[src/rtl/core/ddmr_pkg.sv]
package ddmr_pkg;

  localparam int FracBits = 14;
  localparam int OpW = 20;
  localparam int PrW = 2 * OpW;
  localparam int MqW = 26;
  localparam logic signed [15:0] One = 16'sd16384;
  localparam logic [15:0] ZeroThreshold = 16'd164;
  localparam logic signed [15:0] BrakeZero = 16'((16384 + 5) / 10);
  localparam logic signed [15:0] PMax = 16'sd32767;

  localparam logic [2:0] RegDeadzone = 3'd0;
  localparam logic [2:0] RegBoost    = 3'd1;
  localparam logic [2:0] RegNormal   = 3'd2;
  localparam logic [2:0] RegSlow     = 3'd3;
  localparam logic [2:0] RegOffset   = 3'd4;
  localparam logic [2:0] RegAccel    = 3'd5;
  localparam logic [2:0] RegBrake    = 3'd6;
  localparam logic [2:0] RegInterval = 3'd7;

  localparam logic [1:0] ModeBoost  = 2'd0;
  localparam logic [1:0] ModeNormal = 2'd1;
  localparam logic [1:0] ModeSlow   = 2'd2;

  typedef struct packed {
    logic [7:0]  left_stick_y;
    logic [7:0]  right_stick_x;
    logic [1:0]  speed_mode;
    logic [31:0] now_ms;
  } in_t;

  typedef struct packed {
    logic signed [15:0] left_power;
    logic signed [15:0] right_power;
    logic [11:0]        left_pulse_us;
  } out_t;

  typedef enum logic [9:0] {
    ST_IDLE  = 10'b0000000001,
    ST_MAP   = 10'b0000000010,
    ST_MIX   = 10'b0000000100,
    ST_INA   = 10'b0000001000,
    ST_INB   = 10'b0000010000,
    ST_INC   = 10'b0000100000,
    ST_IND   = 10'b0001000000,
    ST_RAMPL = 10'b0010000000,
    ST_RAMPR = 10'b0100000000,
    ST_PULSE = 10'b1000000000
  } state_e;

  // rounded fixed-point product, half away from zero
  function automatic logic signed [MqW-1:0] mulq(input logic signed [OpW-1:0] a,
                                                 input logic signed [OpW-1:0] b);
    logic signed [PrW-1:0] p;
    logic [PrW-1:0] m;
    logic [PrW-1:0] r;
    p = a * b;
    m = p[PrW-1] ? PrW'(-p) : PrW'(p);
    r = (m + (PrW'(1) << (FracBits - 1))) >> FracBits;
    return p[PrW-1] ? -$signed(r[MqW-1:0]) : $signed(r[MqW-1:0]);
  endfunction

  function automatic logic signed [15:0] sat16(input logic signed [MqW-1:0] a);
    if (a > MqW'(PMax)) return PMax;
    if (a < -MqW'(PMax)) return -PMax;
    return a[15:0];
  endfunction

  // stick byte offset to q2.14 magnitude, round(a * 16384 / 255)
  function automatic logic [15:0] stick_mag(input logic [7:0] a);
    logic [15:0] w;
    logic [15:0] q;
    w = {2'b0, a, 6'b0} + 16'd127;
    q = (w + 16'd1 + (w >> 8)) >> 8;
    return {2'b0, a, 6'b0} + q;
  endfunction

endpackage

[src/rtl/core/differential_drive_mixer_ramp_top.sv]
// Differential-drive mixer with per-motor ramping. Each transaction carries two stick
// bytes, a speed mode and a millisecond timestamp; one result with both ramped powers
// (signed Q2.14) and the left servo pulse width comes back per transaction. One rounded
// multiplier is shared by a sequencer: a transaction steps from acceptance through the map
// and mix states, the turn states INA to IND only for a curved turn (not for stop, straight or
// spin moves), the ramp states RAMPL and RAMPR and the pulse state to the result register, then back
// to idle before the next is accepted. A result still waiting at the output holds the last
// step until it is taken, and in_ready_o is high only between transactions. Configuration
// writes are taken at any cycle with cfg_we_i high and should happen only while idle.
module differential_drive_mixer_ramp_top
  import ddmr_pkg::*;
(
  input  logic        clk_i,
  input  logic        rst_ni,
  input  logic        cfg_we_i,
  input  logic [2:0]  cfg_addr_i,
  input  logic [15:0] cfg_wdata_i,
  input  logic        in_valid_i,
  output logic        in_ready_o,
  input  in_t         in_data_i,
  output logic        out_valid_o,
  input  logic        out_ready_i,
  output out_t        out_data_o
);

  logic [14:0] deadzone_q, boost_q, normal_q, slow_q, offset_q, accel_q, brake_q;
  logic [15:0] interval_q;

  state_e state_q, state_d;
  in_t in_q;
  logic signed [15:0] f_q, t_q;
  logic [14:0] s_q;
  logic signed [15:0] base_q;
  logic [17:0] ta_q, tb_q, tc_q;
  logic signed [19:0] rl_q, rr_q;
  logic signed [15:0] pl_q, pr_q;
  logic signed [15:0] ramp_power_q [2];
  logic [31:0] ramp_time_q [2];
  logic signed [15:0] last_out_q [2];
  logic signed [15:0] ltv_q;
  logic out_valid_q;
  out_t out_q;

  logic signed [OpW-1:0] op_a, op_b;
  logic signed [MqW-1:0] mq;
  logic signed [9:0] num_f, num_t;
  logic [15:0] mag_f, mag_t;
  logic signed [15:0] f_d, t_d;
  logic [15:0] abs_f, abs_t, abs_prev;
  logic signed [15:0] prev;
  logic [14:0] off;
  logic tank, curved;
  logic signed [MqW-1:0] v_s;

  logic mot;
  logic signed [MqW-1:0] r26, c26, d26, absr, absd;
  logic [31:0] dt;
  logic signed [15:0] ramp_out, ramp_new;
  logic ramp_upd;

  always_ff @(posedge clk_i or negedge rst_ni) begin
    if (!rst_ni) begin
      deadzone_q <= 15'd1638;
      boost_q    <= 15'd16384;
      normal_q   <= 15'd9830;
      slow_q     <= 15'd4915;
      offset_q   <= 15'd3277;
      accel_q    <= 15'd164;
      brake_q    <= 15'd13107;
      interval_q <= 16'd10;
    end else if (cfg_we_i) begin
      unique case (cfg_addr_i)
        RegDeadzone: deadzone_q <= cfg_wdata_i[14:0];
        RegBoost:    boost_q    <= cfg_wdata_i[14:0];
        RegNormal:   normal_q   <= cfg_wdata_i[14:0];
        RegSlow:     slow_q     <= cfg_wdata_i[14:0];
        RegOffset:   offset_q   <= cfg_wdata_i[14:0];
        RegAccel:    accel_q    <= cfg_wdata_i[14:0];
        RegBrake:    brake_q    <= cfg_wdata_i[14:0];
        RegInterval: interval_q <= cfg_wdata_i;
        default: ;
      endcase
    end
  end

  // stick mapping
  always_comb begin
    num_f = 10'sd255 - $signed({1'b0, in_q.left_stick_y, 1'b0});
    num_t = $signed({1'b0, in_q.right_stick_x, 1'b0}) - 10'sd255;
    mag_f = stick_mag(num_f[9] ? 8'(-num_f) : num_f[7:0]);
    mag_t = stick_mag(num_t[9] ? 8'(-num_t) : num_t[7:0]);
    if (mag_f < {1'b0, deadzone_q}) f_d = '0;
    else f_d = num_f[9] ? -$signed(mag_f) : $signed(mag_f);
    if (mag_t < {1'b0, deadzone_q}) t_d = '0;
    else t_d = num_t[9] ? -$signed(mag_t) : $signed(mag_t);
  end

  always_comb begin
    abs_f = f_q[15] ? 16'(-f_q) : f_q;
    abs_t = t_q[15] ? 16'(-t_q) : t_q;
    prev = t_q[15] ? last_out_q[1] : last_out_q[0];
    abs_prev = prev[15] ? 16'(-prev) : prev;
    off = (offset_q > 15'(One)) ? '0 : 15'(One) - offset_q;
    tank = (f_q == 0) && (t_q != 0) && (ltv_q == 0);
    curved = (t_q != 0) && !tank;
  end

  // shared multiplier operand select
  always_comb begin
    op_a = '0;
    op_b = '0;
    unique case (state_q)
      ST_MIX: begin
        op_a = $signed({5'b0, s_q});
        op_b = tank ? OpW'(t_q) : OpW'(f_q);
      end
      ST_INA: begin
        op_a = $signed({4'b0, abs_f});
        op_b = $signed({5'b0, off});
      end
      ST_INB: begin
        op_a = OpW'(prev);
        op_b = OpW'(prev);
      end
      ST_INC: begin
        op_a = $signed({2'b0, ta_q});
        op_b = $signed({2'b0, tb_q});
      end
      ST_IND: begin
        op_a = OpW'(One) - $signed({4'b0, abs_t});
        op_b = $signed({4'b0, abs_prev});
      end
      ST_RAMPL: begin
        op_a = OpW'(ramp_power_q[0]);
        op_b = $signed({5'b0, brake_q});
      end
      ST_RAMPR: begin
        op_a = OpW'(ramp_power_q[1]);
        op_b = $signed({5'b0, brake_q});
      end
      ST_PULSE: begin
        op_a = OpW'(pl_q);
        op_b = OpW'(500);
      end
      default: ;
    endcase
  end

  assign mq = mulq(op_a, op_b);
  assign v_s = prev[15] ? -(MqW'(tc_q) + mq) : (MqW'(tc_q) + mq);

  // ramp of the current motor
  always_comb begin
    mot = (state_q == ST_RAMPR);
    r26 = mot ? MqW'(rr_q) : MqW'(rl_q);
    c26 = MqW'(ramp_power_q[mot]);
    d26 = r26 - c26;
    absr = r26[MqW-1] ? -r26 : r26;
    absd = d26[MqW-1] ? -d26 : d26;
    dt = in_q.now_ms - ramp_time_q[mot];
    ramp_out = ramp_power_q[mot];
    ramp_new = ramp_power_q[mot];
    ramp_upd = 1'b0;
    if (dt >= {16'd0, interval_q}) begin
      if (absr < MqW'(ZeroThreshold)) begin
        ramp_upd = 1'b1;
        if (c26 < MqW'(BrakeZero) && c26 > -MqW'(BrakeZero)) ramp_new = '0;
        else ramp_new = sat16(mq);
        ramp_out = ramp_new;
      end else if (absd < MqW'(accel_q)) begin
        ramp_out = sat16(r26);
      end else begin
        ramp_upd = 1'b1;
        ramp_new = (r26 > c26) ? sat16(c26 + MqW'(accel_q)) : sat16(c26 - MqW'(accel_q));
        ramp_out = ramp_new;
      end
    end
  end

  always_comb begin
    state_d = state_q;
    unique case (state_q)
      ST_IDLE:  if (in_valid_i) state_d = ST_MAP;
      ST_MAP:   state_d = ST_MIX;
      ST_MIX:   state_d = curved ? ST_INA : ST_RAMPL;
      ST_INA:   state_d = ST_INB;
      ST_INB:   state_d = ST_INC;
      ST_INC:   state_d = ST_IND;
      ST_IND:   state_d = ST_RAMPL;
      ST_RAMPL: state_d = ST_RAMPR;
      ST_RAMPR: state_d = ST_PULSE;
      ST_PULSE: if (!out_valid_q || out_ready_i) state_d = ST_IDLE;
      default:  state_d = ST_IDLE;
    endcase
  end

  always_ff @(posedge clk_i or negedge rst_ni) begin
    if (!rst_ni) begin
      state_q <= ST_IDLE;
      out_valid_q <= 1'b0;
      ramp_power_q[0] <= '0;
      ramp_power_q[1] <= '0;
      ramp_time_q[0] <= '0;
      ramp_time_q[1] <= '0;
      last_out_q[0] <= '0;
      last_out_q[1] <= '0;
      ltv_q <= '0;
    end else begin
      state_q <= state_d;
      if (state_q == ST_PULSE && (!out_valid_q || out_ready_i)) out_valid_q <= 1'b1;
      else if (out_valid_q && out_ready_i) out_valid_q <= 1'b0;
      if (state_q == ST_IND) ltv_q <= sat16(v_s);
      if ((state_q == ST_RAMPL || state_q == ST_RAMPR) && ramp_upd) begin
        ramp_power_q[mot] <= ramp_new;
        ramp_time_q[mot] <= in_q.now_ms;
      end
      if (state_q == ST_RAMPL || state_q == ST_RAMPR) last_out_q[mot] <= ramp_out;
    end
  end

  always_ff @(posedge clk_i) begin
    if (state_q == ST_IDLE && in_valid_i) in_q <= in_data_i;
    if (state_q == ST_MAP) begin
      f_q <= f_d;
      t_q <= t_d;
      case (in_q.speed_mode)
        ModeBoost:  s_q <= boost_q;
        ModeNormal: s_q <= normal_q;
        ModeSlow:   s_q <= slow_q;
        default:    s_q <= '0;
      endcase
    end
    if (state_q == ST_MIX) begin
      base_q <= mq[15:0];
      rl_q <= 20'(mq);
      rr_q <= tank ? 20'(-mq) : 20'(mq);
    end
    if (state_q == ST_INA) ta_q <= mq[17:0];
    if (state_q == ST_INB) tb_q <= mq[17:0];
    if (state_q == ST_INC) tc_q <= mq[17:0];
    if (state_q == ST_IND) begin
      if (t_q[15]) begin
        rl_q <= 20'(v_s);
        rr_q <= 20'(base_q);
      end else begin
        rl_q <= 20'(base_q);
        rr_q <= 20'(v_s);
      end
    end
    if (state_q == ST_RAMPL) pl_q <= ramp_out;
    if (state_q == ST_RAMPR) pr_q <= ramp_out;
    if (state_q == ST_PULSE && (!out_valid_q || out_ready_i)) begin
      out_q.left_power <= pl_q;
      out_q.right_power <= pr_q;
      out_q.left_pulse_us <= 12'(MqW'(1500) + mq);
    end
  end

  assign in_ready_o = (state_q == ST_IDLE);
  assign out_valid_o = out_valid_q;
  assign out_data_o = out_q;

  a_accept_map: assert property (@(posedge clk_i) disable iff (!rst_ni)
    in_valid_i && in_ready_o |=> state_q == ST_MAP)
    else $error("accepted transaction did not start mapping");

  a_ltv_sat: assert property (@(posedge clk_i) disable iff (!rst_ni)
    ltv_q != -16'sd32768)
    else $error("turn value outside saturation range");

  a_ramp_sat: assert property (@(posedge clk_i) disable iff (!rst_ni)
    ramp_power_q[0] != -16'sd32768 && ramp_power_q[1] != -16'sd32768)
    else $error("ramp power outside saturation range");

  a_pulse_hold: assert property (@(posedge clk_i) disable iff (!rst_ni)
    state_q == ST_PULSE && out_valid_q && !out_ready_i |=> state_q == ST_PULSE)
    else $error("result overwrote pending output");

endmodule
[config.mk]
export PLATFORM = sky130hd
export DESIGN_NAME = differential_drive_mixer_ramp_top
export DESIGN_NICKNAME = d
export VERILOG_FILES = /design/src/rtl/core/ddmr_pkg.sv /design/src/rtl/core/differential_drive_mixer_ramp_top.sv
export SDC_FILE = /design/constraint.sdc
export NUM_CORES = 2
export LEC_CHECK = 0
export ABC_AREA = 0
export BUFFER_PORTS_ARGS = -buffer_cell sky130_fd_sc_hd__buf_4
export CAP_MARGIN = 20
export CORE_MARGIN = 1.5
export CORE_UTILIZATION = 60
export DETAILED_ROUTE_END_ITERATION = 6
export GPL_TIMING_DRIVEN = 1
export PLACE_DENSITY = 0.78
export SLEW_MARGIN = 20
export SYNTH_ARGS = -nofsm -noshare
export SYNTH_HDL_FRONTEND = slang
export SYNTH_SLANG_ARGS = --single-unit
[constraint.sdc]
create_clock -name clk_i -period 24.6 [get_ports clk_i]
set_input_delay 1.23 -clock clk_i [delete_from_list [all_inputs] [get_ports clk_i]]
set_output_delay 1.23 -clock clk_i [all_outputs]
set_load 0.03 [all_outputs]
==> out/metrics.cfg <==
[routing]
dr_total_vias = 42836
drt_iter0_markers = 5222
routed_via_density = 6.31
drtAntennaViolNets = 0
firstDrtPassIters = 7
drc_errors = 1
wl_per_cell_microns = 23.5
wirelength_microns = 160000

[die]
fp.dieW_microns = 299
initial_core_util_pct = 60.5
top_level_ports = 120
dieArea_sq_um = 89200
coreArea_sq_um = 86800
rows = 108
die-height_microns = 299

[logic_synthesis]
synth_edf_count = 283
synthArstFlopShare_pct = 49.4
yosysTopAreaCellShare_pct = 16.2
ys_ff_latch = 559
yosys.area.top_type = edfxtp_1
netlist_area_sq_um = 52500
ys_types = 129
yosys-top-cells-area = edfxtp_1 16%, fa_1 16%, dfrtp_1 11%
yosysWarnings = 0
ys_seq_area_share_pct = 29.5
syn_inst = 5540
syn_area_per_cell_sq_um = 9.47
synthFlopType = edfxtp_1

[timing]
rsz0062_at_grt = false
skew_ns = 0.0424
tightestPinTransition_ns = 1.17
whs_ns = 0.405
fin_crit_ns = 19.81
max_freq_mhz = 50.5
slew_headroom_pct = 22.3
post-route-period-util_pct = 80.5
finalMaxSlewViolations = 0
hold_viol = 0
fin_setup_tns_ns = 0
setup_viol = 0

[setup_path]
cp-startpoint = t_q[0]$_SDFFCE_PP0P_
path_max_fanout = 50
worst_path_max_delay_cell = fa_1
crit_path_max_incr_delay_ns = 0.71
critPathCapture = ltv_q[3]$_DFFE_PN0P_
critPathCaptureType = register
worstRegToRegCells = 71
worstPathRequired_ns = 25.16
crit_path_start_kind = register
regToRegStartpoint = t_q[0]$_SDFFCE_PP0P_
arrival_ns = 20.37
r2r_setup_slack_ns = 4.79
reg2reg_to = ltv_q[3]$_DFFE_PN0P_
worst-setup-path-type = register to register

[cells_and_area]
final_cell_mix = 675 x inv_1, 574 x nand2_1, 416 x fa_1
area_growth_pct = 8.11
layout-drive-gt1-share_pct = 11.4
layout.nets = 6354
fin_util_pct = 65.4
final_common_cell = inv_1

[clocking]
h-tree-depth = 2
cts_root_buf = clkbuf_16
cts_sinks = 559
cts.repair.resized = 0
clock_tree.buffer_depth = 3
cts_setup_buffers = 0
cts_hold_buf = 0
cts_tree = yes
clk_pin_slew_ns = 0.06
cts_made_buffers = 55
clk_latency_ns = 0.64

[min_path]
hp-class = register to register

[power_and_ir_drop]
leakage_nw = 26.1
p_per_area_nw_per_um2 = 53.0
ir_drop_mv = 0.0804

[global_route]
antenna_found_initial = 6
grt_max_degree = 180
grt_pass1_wl_microns = 244000
grtUsageTotal_pct = 35.3
grt_pass1_vias = 41487
grt-ovfl-total = 0

[flow_run]
max-cap-violations = 0

[place]
gp_congestion = 1.05
port_buffers = 119
post-dp-hpwl_microns = 121000

[status]
violations = design-rule violations
outcome = finished, violations left

==> state kept, by name (all words and copies together) (netlist names), 20 cells and up <==
name	flops
in_q	50
ramp_time_q	64
rr_q	20
last_out_q	32
ramp_power_q	32
out_data_o	44
rl_q	20
==> cell usage after synthesis, types with 42 or more instances <==
| library cell | instances |
|---|---|
| inv_1 | 676 |
| nand2_1 | 574 |
| fa_1 | 416 |
| nor2_1 | 371 |
| ha_1 | 284 |
| edfxtp_1 | 283 |
| a21oi_1 | 266 |
| o21ai_0 | 251 |
| xnor2_1 | 239 |
| dfrtp_1 | 234 |
| mux2_2 | 199 |
| clkbuf_1 | 173 |
| mux2i_1 | 112 |
| nor3_1 | 100 |
| xor2_1 | 98 |
| nand2b_1 | 83 |
| nand3_1 | 83 |
| and2_1 | 82 |
| o31ai_1 | 59 |
| a21o_1 | 52 |
| and3_1 | 51 |
| o21a_1 | 47 |
| nor2b_1 | 45 |
| dfstp_2 | 42 |
==> worst min-delay path by stage <==
stage | start | endpoint | slack, ns | cells past startpoint
after floorplan | pr_q[0]$_DFFE_PP_ | out_data_o[12]$_DFFE_PP_ | 0.40 | 0
after global placement | pr_q[4]$_DFFE_PP_ | out_data_o[16]$_DFFE_PP_ | 0.41 | 0
after detailed placement | pr_q[7]$_DFFE_PP_ | out_data_o[19]$_DFFE_PP_ | 0.40 | 0
after CTS | pr_q[4]$_DFFE_PP_ | out_data_o[16]$_DFFE_PP_ | 0.41 | 0
after global routing | pr_q[4]$_DFFE_PP_ | out_data_o[16]$_DFFE_PP_ | 0.41 | 0
final | pr_q[4]$_DFFE_PP_ | out_data_o[16]$_DFFE_PP_ | 0.41 | 0
==> metal layers <==
metal | share of wire (%) | track usage (%) | wire [microns]
met5 | 0.014 | 0 | 23
met4 | 4.8 | 14.7 | 7660
met3 | 11 | 7.50 | 17700
met2 | 44 | 53.9 | 70400
met1 | 40 | 49.1 | 63900
==> stage by stage <==
| step | power, W | worst slack [ns] | cell area [sq um] | std cells |
|---|---|---|---|---|
| global placement | 0.00206 | 5.89 | 54700 | 6675 |
| global route | 0.00313 | 3.02 | 56700 | 6783 |
| CTS | 0.00298 | 5.06 | 56700 | 6781 |
| floorplan | 0.00181 | 6.38 | 52500 | 5543 |
| finish | 0.00300 | 4.79 | 56700 | 6785 |
| detailed placement | 0.00209 | 5.16 | 54700 | 6677 |
==> report_power, final <==
part | internal, W | switching [W] | total [W] | leakage, nW
combinational | 0.000344 | 0.000568 | 0.000913 | 18.9
sequential | 0.00110 | 0.0000881 | 0.00119 | 6.26
clock | 0.000528 | 0.000374 | 0.000902 | 0.937
==> cells by family after synthesis <==
group	count (synthesis)	synth area share (%)
buffers and inverters	898	6.48
XOR/XNOR	342	5.81
flip-flops	559	29.5
other	1	0.00715
AO/OA/AOI/OAI	1093	13.9
adder cells (fa/ha/maj)	700	22.6
multiplexers	312	6.43
AND/OR/NAND/NOR	1635	15.3
==> final cells by class <==
cell class / instances / area [sq um]
fill: 6937 / 30000
multi-input combinational: 4086 / 33800
inverter: 679 / 2550
clock inverter: 26 / 340
timing repair buffer: 199 / 1550
tap: 1155 / 1450
clock buffer: 78 / 1600
sequential: 559 / 15500
antenna: 3 / 7.51
==> worst max-delay path, delay by kind of cell, from the launching register on <==
family / cells / cell delay (ns)
fa+ha+maj: 11 / 5.60
buf+inv: 10 / 1.72
xor+xnor: 3 / 1.01
flops: 1 / 0.55
simple gates: 22 / 5.64
compound gates: 25 / 5.18
Power figures use the tool's default switching activity.
